**src/hw/rtl/lbct_pkg.sv**
```systemverilog
package lbct_pkg;

    // Field widths.
    localparam int SEL_W   = 5;
    localparam int LEVEL_W = 8;
    localparam int CH_W    = 8;
    localparam int COLOR_W = 24;
    localparam int STEP_W  = 6;
    localparam int SLOTS   = 8;

    // Color selection.
    localparam int RAINBOW_STEPS = 42;
    localparam logic [SEL_W-1:0] PALETTE_SIZE = 5'd9;
    localparam logic [SEL_W-1:0] SEL_RAINBOW  = 5'd9;

    // Channel scaling by a fixed-point reciprocal of (MAX_LEVEL + 1).
    localparam int SCALE_SHIFT = 24;
    localparam int RECIP_W     = 24;
    localparam int FACTOR_W    = 25;

    // Parameter defaults.
    localparam int MAX_LEVEL_DEF = 255;
    localparam int TRAIL_LEN_DEF = 8;

    typedef logic [COLOR_W-1:0]  color_t;
    typedef logic [STEP_W-1:0]   step_t;
    typedef logic [FACTOR_W-1:0] factor_t;

    typedef struct packed {
        logic signed [SEL_W-1:0] color_select;
        logic [LEVEL_W-1:0]      brightness;
    } tick_t;

    typedef struct packed {
        logic [COLOR_W-1:0] slot0_color;
        logic [COLOR_W-1:0] slot1_color;
        logic [COLOR_W-1:0] slot2_color;
        logic [COLOR_W-1:0] slot3_color;
        logic [COLOR_W-1:0] slot4_color;
        logic [COLOR_W-1:0] slot5_color;
        logic [COLOR_W-1:0] slot6_color;
        logic [COLOR_W-1:0] slot7_color;
    } frame_t;

    // Fixed palette colors.
    function automatic color_t palette_color(input logic [3:0] idx);
        color_t c;
        case (idx)
            4'd0:    c = 24'hFF2000;
            4'd1:    c = 24'hFF2747;
            4'd2:    c = 24'h00FF60;
            4'd3:    c = 24'hFF0000;
            4'd4:    c = 24'h0020FF;
            4'd5:    c = 24'hF0F0FF;
            4'd6:    c = 24'hFFFF00;
            4'd7:    c = 24'h4000FF;
            4'd8:    c = 24'hFF0060;
            default: c = 24'h000000;
        endcase
        return c;
    endfunction

    // Rainbow wheel colors.
    function automatic color_t rainbow_color(input step_t step);
        color_t c;
        case (step)
            6'd0:    c = 24'hFF0000;
            6'd1:    c = 24'hFF0000;
            6'd2:    c = 24'hFF0000;
            6'd3:    c = 24'hFF0F00;
            6'd4:    c = 24'hFF1F00;
            6'd5:    c = 24'hFF3F00;
            6'd6:    c = 24'hFF7F00;
            6'd7:    c = 24'hFFFF00;
            6'd8:    c = 24'hFFFF00;
            6'd9:    c = 24'hFFFF00;
            6'd10:   c = 24'h7FFF00;
            6'd11:   c = 24'h3FFF00;
            6'd12:   c = 24'h1FFF00;
            6'd13:   c = 24'h0FFF00;
            6'd14:   c = 24'h00FF00;
            6'd15:   c = 24'h00FF00;
            6'd16:   c = 24'h00FF00;
            6'd17:   c = 24'h00FF0F;
            6'd18:   c = 24'h00FF1F;
            6'd19:   c = 24'h00FF3F;
            6'd20:   c = 24'h00FF7F;
            6'd21:   c = 24'h00FFFF;
            6'd22:   c = 24'h00FFFF;
            6'd23:   c = 24'h00FFFF;
            6'd24:   c = 24'h007FFF;
            6'd25:   c = 24'h003FFF;
            6'd26:   c = 24'h001FFF;
            6'd27:   c = 24'h000FFF;
            6'd28:   c = 24'h0000FF;
            6'd29:   c = 24'h0000FF;
            6'd30:   c = 24'h0000FF;
            6'd31:   c = 24'h0F00FF;
            6'd32:   c = 24'h1F00FF;
            6'd33:   c = 24'h3F00FF;
            6'd34:   c = 24'h7F00FF;
            6'd35:   c = 24'hFF00FF;
            6'd36:   c = 24'hFF00FF;
            6'd37:   c = 24'hFF00FF;
            6'd38:   c = 24'hFF007F;
            6'd39:   c = 24'hFF003F;
            6'd40:   c = 24'hFF001F;
            6'd41:   c = 24'hFF000F;
            default: c = 24'h000000;
        endcase
        return c;
    endfunction

endpackage

```
**src/hw/rtl/lbct_color.sv**
```systemverilog
module lbct_color
    import lbct_pkg::*;
(
    input  logic             clk,
    input  logic             rst_n,
    input  logic             advance,
    input  logic [SEL_W-1:0] sel,
    output color_t           color
);

    logic [SEL_W-1:0] cur_select_reg;
    step_t            step_reg;
    step_t            step_base;
    step_t            step_next;
    logic             sel_change;

    // A new selector restarts the rainbow; the rainbow selector steps it first.
    always_comb
    begin
        sel_change = (sel != cur_select_reg);
        step_base  = sel_change ? '0 : step_reg;
        step_next  = step_base;
        if (sel == SEL_RAINBOW)
        begin
            step_next = (step_base == STEP_W'(RAINBOW_STEPS - 1)) ? '0 : step_base + 1'b1;
        end
    end

    // Negative selectors have the top bit set and fall into the black case.
    always_comb
    begin
        if (sel < PALETTE_SIZE)
        begin
            color = palette_color(sel[3:0]);
        end
        else if (sel == SEL_RAINBOW)
        begin
            color = rainbow_color(step_next);
        end
        else
        begin
            color = '0;
        end
    end

    // Selector and rainbow state move only when an item goes through.
    always_ff @(posedge clk or negedge rst_n)
    begin
        if (!rst_n)
        begin
            cur_select_reg <= '0;
            step_reg       <= '0;
        end
        else if (advance)
        begin
            cur_select_reg <= sel;
            step_reg       <= step_next;
        end
    end

    a_step_range: assert property (@(posedge clk) disable iff (!rst_n)
        step_reg < STEP_W'(RAINBOW_STEPS))
        else $error("rainbow step out of range");

    a_sel_track: assert property (@(posedge clk) disable iff (!rst_n)
        advance |=> cur_select_reg == $past(sel))
        else $error("stored selector did not follow the item");

    a_step_hold: assert property (@(posedge clk) disable iff (!rst_n)
        !advance |=> $stable(step_reg) && $stable(cur_select_reg))
        else $error("selector state changed without an item");

endmodule

```
**src/hw/rtl/lbct_scale.sv**
```systemverilog
module lbct_scale
    import lbct_pkg::*;
(
    input  color_t  color,
    input  factor_t factor,
    output color_t  scaled
);

    localparam int PROD_W = CH_W + FACTOR_W;

    logic [PROD_W-1:0] prod [3];

    // Each channel times the reciprocal factor; the quotient sits above the shift.
    for (genvar g = 0; g < 3; g++)
    begin : g_chan
        assign prod[g] = {{FACTOR_W{1'b0}}, color[g*CH_W +: CH_W]}
                       * {{CH_W{1'b0}}, factor};
        assign scaled[g*CH_W +: CH_W] = prod[g][SCALE_SHIFT +: CH_W];
    end

endmodule

```
**src/hw/rtl/led_bar_color_trail.sv**
```systemverilog
// Color trail for an LED bar. Each tick item carries a color selector
// (0 to 8 palette, 9 rainbow, anything else black) and a brightness that
// saturates at MAX_LEVEL; the picked color is scaled per channel by
// (brightness + 1) / (MAX_LEVEL + 1), pushed into a TRAIL_LEN deep trail,
// and the whole trail comes out as one frame item with slot0 the newest.
// Slots at and beyond TRAIL_LEN read as black. A tick item is held in the
// input register together with its brightness factor, formed on the way in.
// The item moves on into the frame register, which is the trail, once that
// register is free, and the frame item is presented from there. One tick
// item is taken every cycle as long as frame items are taken. The trail and
// the rainbow counter are cleared by reset.
module led_bar_color_trail
    import lbct_pkg::*;
#(
    parameter int MAX_LEVEL = MAX_LEVEL_DEF,
    parameter int TRAIL_LEN = TRAIL_LEN_DEF
)
(
    input  logic   clk,
    input  logic   rst_n,
    input  logic   tick_valid,
    output logic   tick_stall,
    input  tick_t  tick,
    output logic   frame_valid,
    input  logic   frame_stall,
    output frame_t frame
);

    localparam int SCALE_DIV = MAX_LEVEL + 1;
    localparam int RECIP     = ((1 << SCALE_SHIFT) + SCALE_DIV - 1) / SCALE_DIV;
    localparam logic [LEVEL_W-1:0] LEVEL_TOP = LEVEL_W'(MAX_LEVEL);
    localparam logic [RECIP_W-1:0] RECIP_K   = RECIP_W'(RECIP);
    localparam int FULL_W = LEVEL_W + 1 + RECIP_W;

    logic               hold_valid_reg;
    logic [SEL_W-1:0]   sel_reg;
    factor_t            factor_reg;
    factor_t            factor_next;
    logic               frame_valid_reg;
    logic               frame_valid_next;
    color_t             trail_reg [TRAIL_LEN];
    logic [LEVEL_W-1:0] level_sat;
    logic [LEVEL_W:0]   level_plus;
    logic [FULL_W-1:0]  factor_full;
    logic               advance;
    logic               take;
    color_t             raw_color;
    color_t             scaled_color;
    color_t             slot_color [SLOTS];

    // Handshake: the held item moves on when the frame register is free.
    assign advance          = hold_valid_reg && (!frame_valid_reg || !frame_stall);
    assign tick_stall       = hold_valid_reg && frame_valid_reg && frame_stall;
    assign take             = tick_valid && !tick_stall;
    assign frame_valid_next = advance || (frame_valid_reg && frame_stall);

    // Saturated brightness times the reciprocal of the scale divisor.
    always_comb
    begin
        level_sat   = (tick.brightness > LEVEL_TOP) ? LEVEL_TOP : tick.brightness;
        level_plus  = {1'b0, level_sat} + 1'b1;
        factor_full = {{RECIP_W{1'b0}}, level_plus} * {{(LEVEL_W + 1){1'b0}}, RECIP_K};
        factor_next = factor_full[FACTOR_W-1:0];
    end

    // Input register.
    always_ff @(posedge clk or negedge rst_n)
    begin
        if (!rst_n)
        begin
            hold_valid_reg <= 1'b0;
        end
        else if (take || advance)
        begin
            hold_valid_reg <= take;
        end
    end

    always_ff @(posedge clk)
    begin
        if (take)
        begin
            sel_reg    <= tick.color_select;
            factor_reg <= factor_next;
        end
    end

    lbct_color u_color
    (
        .clk     (clk),
        .rst_n   (rst_n),
        .advance (advance),
        .sel     (sel_reg),
        .color   (raw_color)
    );

    lbct_scale u_scale
    (
        .color  (raw_color),
        .factor (factor_reg),
        .scaled (scaled_color)
    );

    // Trail shift register, which is also the frame register.
    always_ff @(posedge clk or negedge rst_n)
    begin
        if (!rst_n)
        begin
            frame_valid_reg <= 1'b0;
            for (int i = 0; i < TRAIL_LEN; i++)
            begin
                trail_reg[i] <= '0;
            end
        end
        else
        begin
            frame_valid_reg <= frame_valid_next;
            if (advance)
            begin
                trail_reg[0] <= scaled_color;
                for (int i = 1; i < TRAIL_LEN; i++)
                begin
                    trail_reg[i] <= trail_reg[i-1];
                end
            end
        end
    end

    // Slots past the trail length stay black.
    for (genvar g = 0; g < SLOTS; g++)
    begin : g_slot
        if (g < TRAIL_LEN)
        begin : g_used
            assign slot_color[g] = trail_reg[g];
        end
        else
        begin : g_unused
            assign slot_color[g] = '0;
        end
    end

    assign frame_valid = frame_valid_reg;
    assign frame = '{
        slot0_color: slot_color[0],
        slot1_color: slot_color[1],
        slot2_color: slot_color[2],
        slot3_color: slot_color[3],
        slot4_color: slot_color[4],
        slot5_color: slot_color[5],
        slot6_color: slot_color[6],
        slot7_color: slot_color[7]
    };

    a_stall_cause: assert property (@(posedge clk) disable iff (!rst_n)
        tick_stall |-> hold_valid_reg && frame_valid_reg)
        else $error("tick stalled without a blocked frame");

    a_advance_shows: assert property (@(posedge clk) disable iff (!rst_n)
        advance |=> frame_valid_reg)
        else $error("frame not presented after an item moved on");

    a_trail_shift: assert property (@(posedge clk) disable iff (!rst_n)
        advance |=> trail_reg[1] == $past(trail_reg[0]))
        else $error("trail did not shift");

    a_trail_hold: assert property (@(posedge clk) disable iff (!rst_n)
        !advance |=> $stable(trail_reg[0]))
        else $error("trail changed without an item");

endmodule
```
**config.mk**
```make
export PLATFORM = sky130hd
export DESIGN_NAME = led_bar_color_trail
export DESIGN_NICKNAME = d
export VERILOG_FILES = /design/src/hw/rtl/lbct_pkg.sv /design/src/hw/rtl/lbct_color.sv /design/src/hw/rtl/lbct_scale.sv /design/src/hw/rtl/led_bar_color_trail.sv
export SDC_FILE = /design/constraint.sdc
export NUM_CORES = 1
export LEC_CHECK = 0
export BUFFER_PORTS_ARGS = -buffer_cell sky130_fd_sc_hd__buf_2
export CAP_MARGIN = 20
export CORE_ASPECT_RATIO = 0.9
export CORE_MARGIN = 2
export CORE_UTILIZATION = 64
export CTS_CLUSTER_DIAMETER = 200
export CTS_CLUSTER_SIZE = 28
export DETAILED_ROUTE_END_ITERATION = 10
export GPL_TIMING_DRIVEN = 1
export PLACE_DENSITY = 0.85
export SLEW_MARGIN = 20
export SYNTH_ARGS = -nofsm -noshare
export SYNTH_HDL_FRONTEND = slang
export SYNTH_SLANG_ARGS = --single-unit
```
**constraint.sdc**
```tcl
create_clock -name clk -period 11.85 [get_ports clk]
set_input_delay 1.7775 -clock clk [delete_from_list [all_inputs] [get_ports clk]]
set_output_delay 1.7775 -clock clk [all_outputs]
set_load 0.02 [all_outputs]
```
## Word-level counts from Yosys, hierarchy flattened

Memories as Yosys holds them, arrays and structs flattened. A register that Yosys moved wholly into a read port is not among the register bits.
Cells that the tools add are included.

- Bits in registers: 219
- ROM bits: 1920
- Memories kept: 2

Memories:

| memory | depth | width | read ports | clocked after Yosys merged registers in | wr ports | line | RTL |
|---|---|---|---|---|---|---|---|
| (no name shown) | 64 | 24 | 1 | 0 | 0 | lbct_pkg.sv:66 | `case (step)` |
| (no name shown) | 16 | 24 | 1 | 1 | 0 | lbct_pkg.sv:48 | `case (idx)` |

- Add/sub/neg operators: 2
- $mul: 3
- $lt $le $gt $ge: 2
- Eq/ne operators: 3
- Multiplexer cells: 7
- Reduce and logical (&&, ||, !) cells: 11

Operator list:

| cell | number |
|---|---|
| multiplier 8 x 9 -> 16 bit | 3 |
| 2-to-1 mux 24 bit | 2 |
| 2-to-1 mux 6 bit | 3 |
| adder 8 x 1 -> 9 bit (second input constant) | 1 |
| greater-than comparator 8 bit (second input constant) | 1 |
| 2-to-1 mux 8 bit | 1 |
| adder 6 x 1 -> 6 bit (second input constant) | 1 |
| == test 6 bit (second input constant) | 1 |
| == test 5 x 4 -> 1 bit (second input constant) | 1 |
| logical AND 1 bit | 5 |
| < comparator 5 x 4 -> 1 bit (second input constant) | 1 |
| inequality test 5 bit | 1 |
| 2-to-1 mux 4 bit | 1 |
| zero test 1 bit | 3 |
| logical OR 1 bit | 3 |

## Depth between registers and ports, before layout

Gate-level depths: netlist of the first run.
An unclocked memory read counts as a cell.

- Depth after elaboration: 9
- Gate-level depth with buffers: 35

## Cells and area by module

From an unflattened synthesis of the first run, not the netlist that was laid out.

- Cell total of the unflattened synthesis: 2554
- Area, all modules: 26436.6 um^2

Modules (own cells, without submodules):

| module | instances | cells an instance | area an instance (um^2) | sequential area each (um^2) |
|---|---|---|---|---|
| lbct_scale | 1 | 1899 | 16946.3 | 0.0 |
| led_bar_color_trail | 1 | 446 | 7870.0 | 5275.1 |
| lbct_color | 1 | 209 | 1620.3 | 275.3 |

## Worst setup path before layout of the first run

Ideal clock, no wire load.

- Path type: flip-flop to flip-flop
- From: register sel_reg[4]
- To: register trail_reg (netlist bit frame[191])
- Library setup time: 0.132 ns
- Arrival time: 7.126 ns
- Data required time: 11.718 ns
- Path slack: 4.593 ns
- Stages on the path, launching flop included: 31
- Path through: edfxtp_1 buf_2 xnor2_2 nand3_1 nor2_1 nand2_1 ha_1 nand4b_2 nor2_1 a311o_1 and2_1 buf_6 buf_2 a221o_1 a22o_1 nand2_1 inv_1 fa_1 fa_1 fa_1 inv_1 fa_1 inv_1 ha_1 o21ai_0 a21oi_1 o41a_1 and4_1 a2111oi_0 xnor2_1 o21ai_1

- Cells in the longest elaborated chain, start to end: 9
- Elaborated cells on any way between the ends: 12
- Those cells by class: 1 x add/sub; 1 x mul; 1 x order compare; 3 x eq/ne; 5 x mux; 1 x memory

Ends and longest elaborated chain:

| element | line | RTL |
|---|---|---|
| start: declaration | led_bar_color_trail.sv:36 | `logic [SEL_W-1:0] sel_reg;` |
| start signal: assignment | led_bar_color_trail.sv:83 | `sel_reg <= tick.color_select;` |
| inequality test 5 bit | lbct_color.sv:20 | `sel_change = (sel != cur_select_reg);` |
| 2-to-1 mux 6 bit | lbct_color.sv:21 | `step_base = sel_change ? '0 : step_reg;` |
| adder 6 x 1 -> 6 bit or == test 6 bit (tied branches) | lbct_color.sv:25 | `step_next = (step_base == STEP_W'(RAINBOW_STEPS - 1)) ? '0 : step_base + 1'b1;` |
| 2-to-1 mux 6 bit | lbct_color.sv:25 |  |
| 2-to-1 mux 6 bit | lbct_color.sv:23 | `if (sel == SEL_RAINBOW)` |
| memory (64 x 24 bit) | n/a |  |
| 2-to-1 mux 24 bit | lbct_color.sv:36 | `else if (sel == SEL_RAINBOW)` |
| 2-to-1 mux 24 bit (*) | lbct_color.sv:32 | `if (sel < PALETTE_SIZE)` |
| multiplier 8 x 9 -> 16 bit (*) | lbct_scale.sv:17 | `* {{CH_W{1'b0}}, factor};` |
| end signal: indexed assignment | led_bar_color_trail.sv:123 | `trail_reg[i] <= trail_reg[i-1];` |
| end: declaration | led_bar_color_trail.sv:41 | `color_t trail_reg [TRAIL_LEN];` |

Every way passes the cells marked *; elsewhere a longest branch is shown, timed or not.
A chain may end at the register's enable or synchronous reset.

## Final worst setup path of the first run

Same ends and word-level chain as after synthesis.

==> impl_results.md, run 1 <==
* Ant. Diodes at 0
* Final setup margin at 3.35 ns
* Routability cong. at 0.924
* Starting Density at 0.649
* Slew @ Worst Pin at 1.01 ns
* Count of state elements after synthesis at 230
* Startpoint types: flop
* Crit path depth at 26
* CP arrival at 8.86 ns
* Critical path peak fanout at 19
* Worst VDD drop at 0.0948 mV
* Routed WL per cell at 17.3 um
* Final Hold Fails at 0
* Ports at 211
* Synthesized area per cell at 8.96 um2
* Tmin final at 8.50 ns
* Antenna violations before repair at 0
* Synth cell count leaders: nand2_1 (622), dfrtp_1 (205), inv_1 (199)
* CTS tree: built
* Tcrit/Tclk final at 0.717
* DR vias at 12400
* Ys Warns at 0
* Clock Path Buffers at 3
* Cell type of the slowest stage on the worst timing path: a32oi_1
* WP buf/inv at 2
* Share of cells above drive strength 1 at 0.143
* Dpl ws at 3.40 ns
* Final Max Tran Viols at 0
* Synth Instances at 1753
* DR iter-0 viols at 1261
* Clock transition at path regs at 0.12 ns
* DP Area at 17000 um2
* First-pass GRT wire length at 62900 um
* Synth top area share at 0.327
* WP data required at 12.21 ns
* Leak at 0.00998 uW
* Hold path depth at 2
* Syn Nets at 1994
* Fin area at 17300 um2
* Detailed placement HPWL at 29400 um
* Main flop type after synthesis: dfrtp_1
* Crit path top cell by count: fa_1
* CTS root buffer: clkbuf_16
* Worst Setup End Kind: flop
* Setup bufs post-CTS at 0
* Sequential share of the synthesized area at 0.367
* Core area at 24200 um2
* ANT nets after route at 0
* Post-synth EDFFs at 14
* Total wire length at 38500 um
* Grt total ovfl at 0
* Full die area at 25800 um2
* Via-per-instance ratio at 5.56
* Clock latency on the worst-skew pair at 0.49 ns
* Htree depth at 1
* Power Dens Cells at 141 nW/um2
* Post-synth cell types at 90
* Vias in the first global route at 12300
* R2R depth at 26
* Synth top area cells: dfrtp_1 (33%), fa_1 (15%), nand2_1 (15%)
* Final net count at 2160
* Clock Skew at 0.0336 ns
* Slew HR at 0.325
* WS Path Type: reg2reg
* Max Fclk at 118 MHz
* FP Rows at 54
* Most common cell in the netlist: nand2_1
* DR pass1 iterations at 5
* Area growth, synth to finish at 10.2%
* RSZ-0062 raised after global routing: false
* GRT Total Usage at 0.303
* I/O Buffers at 210
* Maximum number of pins on one net before global-route repair at 96
* Die H at 153 um
* Status: finished clean
* Hold_buf cts at 0
* Synth area leader: dfrtp_1
* CP top delay family: adder cells
* Worst Hold Class: reg2reg
* Clk sink count at 230
* Share of flip-flops with an asynchronous set or reset at 0.891
* Max incr delay on CP at 0.69 ns
* Fin util at 0.716
* Mapped cell area at 15700 um2
* Die X at 169 um
* Max reg flops at 192
* Max-Cap Viols at 0
* Post-route DRC at 0
* # resized after CTS at 0
* Setup TNS at 0 ns
* Num CTS Buffers at 12
* Setup Viol. Count Final at 0
[where the power goes]
| group | internal [uW] | leakage [uW] | total, uW | switching (uW) |
|---|---|---|---|---|
| logic | 273 | 0.00682 | 844 | 571 |
| registers | 966 | 0.00299 | 1140 | 170 |
| clock network | 206 | 0.000174 | 466 | 261 |
[final timing paths]
kind,start,to,slack (ns)
min,frame[19],frame[19],0.48
max,sel_reg[4],frame[191],3.35
max in group asynchronous,rst_n,frame[63],9.23
min in group asynchronous,rst_n,frame_valid,1.25
max reg2reg,sel_reg[4],frame[191],3.35
min reg2reg,frame[19],frame[19],0.48
[placed cells by master, fill, tap and decap left out, types with 3 or more instances in the layout]
master	n
mux2_2	3
nand2_1	621
edfxtp_1	14
nand2b_1	17
fa_1	120
a21o_1	8
xnor2_1	28
dfxtp_1	11
a211oi_1	4
xor2_1	8
o21a_1	7
buf_4	8
nand3_1	11
dfrtp_1	205
mux2i_1	3
or3_1	4
buf_2	209
o211a_1	3
inv_2	5
and3_1	5
o21bai_1	3
ha_1	104
and2_1	79
nor2b_1	26
nand4_1	7
a31oi_1	5
o31ai_1	6
clkbuf_16	13
o21ai_0	37
and4_1	3
nor3_1	7
inv_1	199
nor2_1	29
o31a_1	4
a22o_1	4
a21oi_1	24
o21ai_1	8
a41o_1	3
[per-layer routing]
| layer | part of all wire | vias to the layer above | global-route usage |
|---|---|---|---|
| met5 | 0 | - | 0 |
| met4 | 0.040 | 0 | 0.109 |
| met3 | 0.072 | 73 | 0.0525 |
| met2 | 0.47 | 435 | 0.499 |
| met1 | 0.42 | 6083 | 0.408 |
| li1 | - | 5795 | - |
[tightest hold or removal path, stage by stage, from the launching register on]
cell and delay (ns):
dfrtp_1 0.35, nand2_1 0.05, nand2_1 0.06
[layout make-up]
| cell class | count | area (um2) |
|---|---|---|
| fillers | 1871 | 6870 |
| flip-flops and latches | 230 | 5770 |
| clock buffers | 15 | 333 |
| well taps | 308 | 385 |
| inverters | 204 | 766 |
| multi-input cells | 1253 | 8910 |
| clock inverters | 1 | 30.0 |
| repair buffers | 218 | 1120 |
[cell families (layout without fill, tap and decap cells)]
kind of cell / count (synthesis) / after routing / share of synthesized area
and+or+nand+nor: 831 / 831 / 0.230
buffers and inverters: 270 / 438 / 0.0659
DFF: 230 / 230 / 0.367
adders and majority gates: 224 / 224 / 0.236
AOI/OAI and AO/OA: 154 / 154 / 0.0749
xor gates and xnor gates: 38 / 38 / 0.0221
muxes: 6 / 6 / 0.00406
[through the flow]
stage	std cells	power [uW]	hold WS, ns
floorplan	1753	1650	0.467
global placement	2213	1960	0.453
detailed placement	2213	2000	0.457
CTS	2229	2460	0.484
global route	2229	2590	0.497
finish	2229	2450	0.482
(Power assumes the default switching activity.)
==> inputs of run 2 (changes only) <==
CORE_UTILIZATION = 59   (was 64)
PLACE_DENSITY = 0.79   (was 0.85)
clock period = 8.9 ns   (was 11.85 ns; I/O delays follow)
==> run 2 against run 1 <==
Wire length grew 1.3%; combinational power rose by 34%; clock power increased by 34%; hold slack gained 0.00077 ns; power is 34% higher; clock skew fell by 0.0057 ns; clock-buffer cell count stayed put; sequential power increased by 32%; sequential share of layout area down 0.21 points; maximum frequency grew 2.9%; highest routed layer unchanged.
==> impl_results.md, run 2 (synthesis results as in run 1) <==
* RSZ-0062 raised after global routing: false
* Most frequent cells in the layout: nand2_1 (621), buf_2 (209), dfrtp_1 (205), inv_1 (199), fa_1 (120)
* FP Rows at 56 (+3.7%)
* DR iter-0 viols at 1076 (-15%)
* Clock Power Share at 0.191 (about the same)
* Worst VDD drop at 0.125 mV (+32%)
* Max Fclk at 121 MHz (+2.9%)
* Die H at 159 um (+4.0%)
* Switching share of power at 0.411 (+0.00133)
* Slew @ Worst Pin at 0.975 ns (-0.0384 ns)
* NetSw at 1340 uW (+34%)
* Clock latency on the worst-skew pair at 0.49 ns (about the same)
* Setup bufs post-CTS at 0 (unchanged)
* Ports at 211 (unchanged)
* Area growth, synth to finish at 10.9%
* Htree depth at 1 (unchanged)
* CP top delay family: compound AO/OA/AOI/OAI gates
* Detailed placement HPWL at 29700 um (+0.69%)
* Clk sink count at 230 (unchanged)
* Max-Cap Viols at 0 (unchanged)
* Final Max Tran Viols at 0 (unchanged)
* Full die area at 28000 um2 (+8.3%)
* Antenna violations before repair at 0 (unchanged)
* Share of cells above drive strength 1 at 0.146 (+0.00274)
* Clock Skew at 0.0279 ns (-0.00573 ns)
* WP buf/inv at 3 (+1)
* Max incr delay on CP at 0.55 ns (-0.14 ns)
* Leak at 0.0100 uW (+0.32%)
* Total wire length at 38900 um (+1.3%)
* Post-route DRC at 0 (unchanged)
* Tmin final at 8.27 ns (-0.236 ns)
* Setup TNS at 0 ns (unchanged)
* CTS root buffer: clkbuf_16
* Via-per-instance ratio at 5.43 (-2.2%)
* Setup Viol. Count Final at 0 (unchanged)
* Dpl cells at 2257 (+2.0%)
* First-pass GRT wire length at 63000 um (+0.25%)
* Ant. Diodes at 0 (unchanged)
* Final Hold Fails at 0 (unchanged)
* Max reg flops at 192 (unchanged)
* Worst Hold Class: reg2reg
* Final cell count without fillers at 2274 (+2.0%)
* Metal3 WL at 2610 um (-4.9%)
* Routability cong. at 0.926 (+0.18%)
* Gate power share at 0.346 (about the same)
* P_int at 1930 uW (+33%)
* Status: finished clean
* CTS tree: built
* I/O Buffers at 210 (unchanged)
* Worst Setup End Kind: flop
* Num CTS Buffers at 12 (unchanged)
* Routed WL per cell at 17.1 um (-0.72%)
* GRT Total Usage at 0.280 (-0.0227)
* Top sig layer: met4
* Fin util at 0.667 (-0.0492)
* Clock Path Buffers at 3 (unchanged)
* Crit path top cell by count: fa_1
* Clock transition at path regs at 0.12 ns (about the same)
* Final net count at 2165 (+0.23%)
* CP arrival at 8.60 ns (-0.26 ns)
* Critical path peak fanout at 10 (-9)
* Detailed route wirelength on metal2 at 18400 um (+1.6%)
* Grt total ovfl at 0 (unchanged)
* Power Dens Cells at 188 nW/um2 (+33%)
* WS Path Type: reg2reg
* Most common cell after layout, fill and taps aside: nand2_1
* Maximum number of pins on one net before global-route repair at 129 (+34%)
* ANT nets after route at 0 (unchanged)
* Slew HR at 0.350 (+0.0256)
* Starting Density at 0.601 (-0.0484)
* DR pass1 iterations at 5 (unchanged)
* DRT met1 WL at 16700 um (+4.3%)
* Die X at 176 um (+4.1%)
* Tcrit/Tclk final at 0.929 (+0.211)
* WP data required at 9.23 ns (-2.98 ns)
* Cell type of the slowest stage on the worst timing path: fa_1
* Seq pwr share at 0.463 (about the same)
* Startpoint types: flop
* Vias in the first global route at 12100 (-1.8%)
* DR vias at 12400 (-0.27%)
* Core area at 26100 um2 (+8.0%)
run 2: area by class of cell:
| type | count | area [um2] |
|---|---|---|
| clock buffer | 15 | 333 |
| clock inverter | 1 | 30.0 |
| fill | 2138 | 8710 |
| inverter | 204 | 766 |
| multi-input combinational | 1253 | 8910 |
| sequential | 230 | 5770 |
| tap | 348 | 435 |
| timing repair buffer | 223 | 1180 |
run 2: per-layer routing:
layer | vias to the layer above | global-route usage
met5 | - | 0
met4 | 0 | 0.0748
met3 | 72 | 0.0374
met2 | 469 | 0.461
met1 | 5997 | 0.394
li1 | 5814 | -
run 2: tightest hold or removal path, cell delays in order (launching register included):
cell and delay, ns:
dfrtp_1 0.36, nand2_1 0.05, nand2_1 0.05
run 2: final timing paths:
kind | from | endpoint | slack (ns) | cells after the start
setup / recovery | sel_reg[0] | frame[191] | 0.63 | 27
hold / removal | frame[20] | frame[20] | 0.48 | 2
setup reg to reg | sel_reg[0] | frame[191] | 0.63 | 27
hold reg to reg | frame[20] | frame[20] | 0.48 | 2
max in group asynchronous | rst_n | frame[16] | 6.66 | 2
min in group asynchronous | rst_n | frame[47] | 0.83 | 1
run 2: repair_timing:
action	4_1_cts	5_1_grt
gates resized for setup	0	1
setup endpoints to repair	0	1
hold buffers	0	0
run 2: metrics by stage:
| stage | instance area [um2] | power, uW | setup slack [ns] | hold slack [ns] |
|---|---|---|---|---|
| after floorplan | 15700 | 2190 | 1.64 | 0.467 |
| after global placement | 17000 | 2630 | 0.899 | 0.451 |
| after detailed placement | 17000 | 2670 | 0.677 | 0.458 |
| after CTS | 17400 | 3290 | 0.614 | 0.484 |
| after global routing | 17400 | 3460 | 0.0443 | 0.507 |
| final | 17400 | 3270 | 0.634 | 0.483 |
run 2: power by group through the flow:
stage                     Clock (uW)  Sequential (uW)  Combinational (uW)
after floorplan                    0             1730                 458
after global placement             0             1520                1100
after detailed placement           0             1530                1130
after CTS                        636             1510                1140
after global routing             667             1540                1250
final                            625             1510                1130
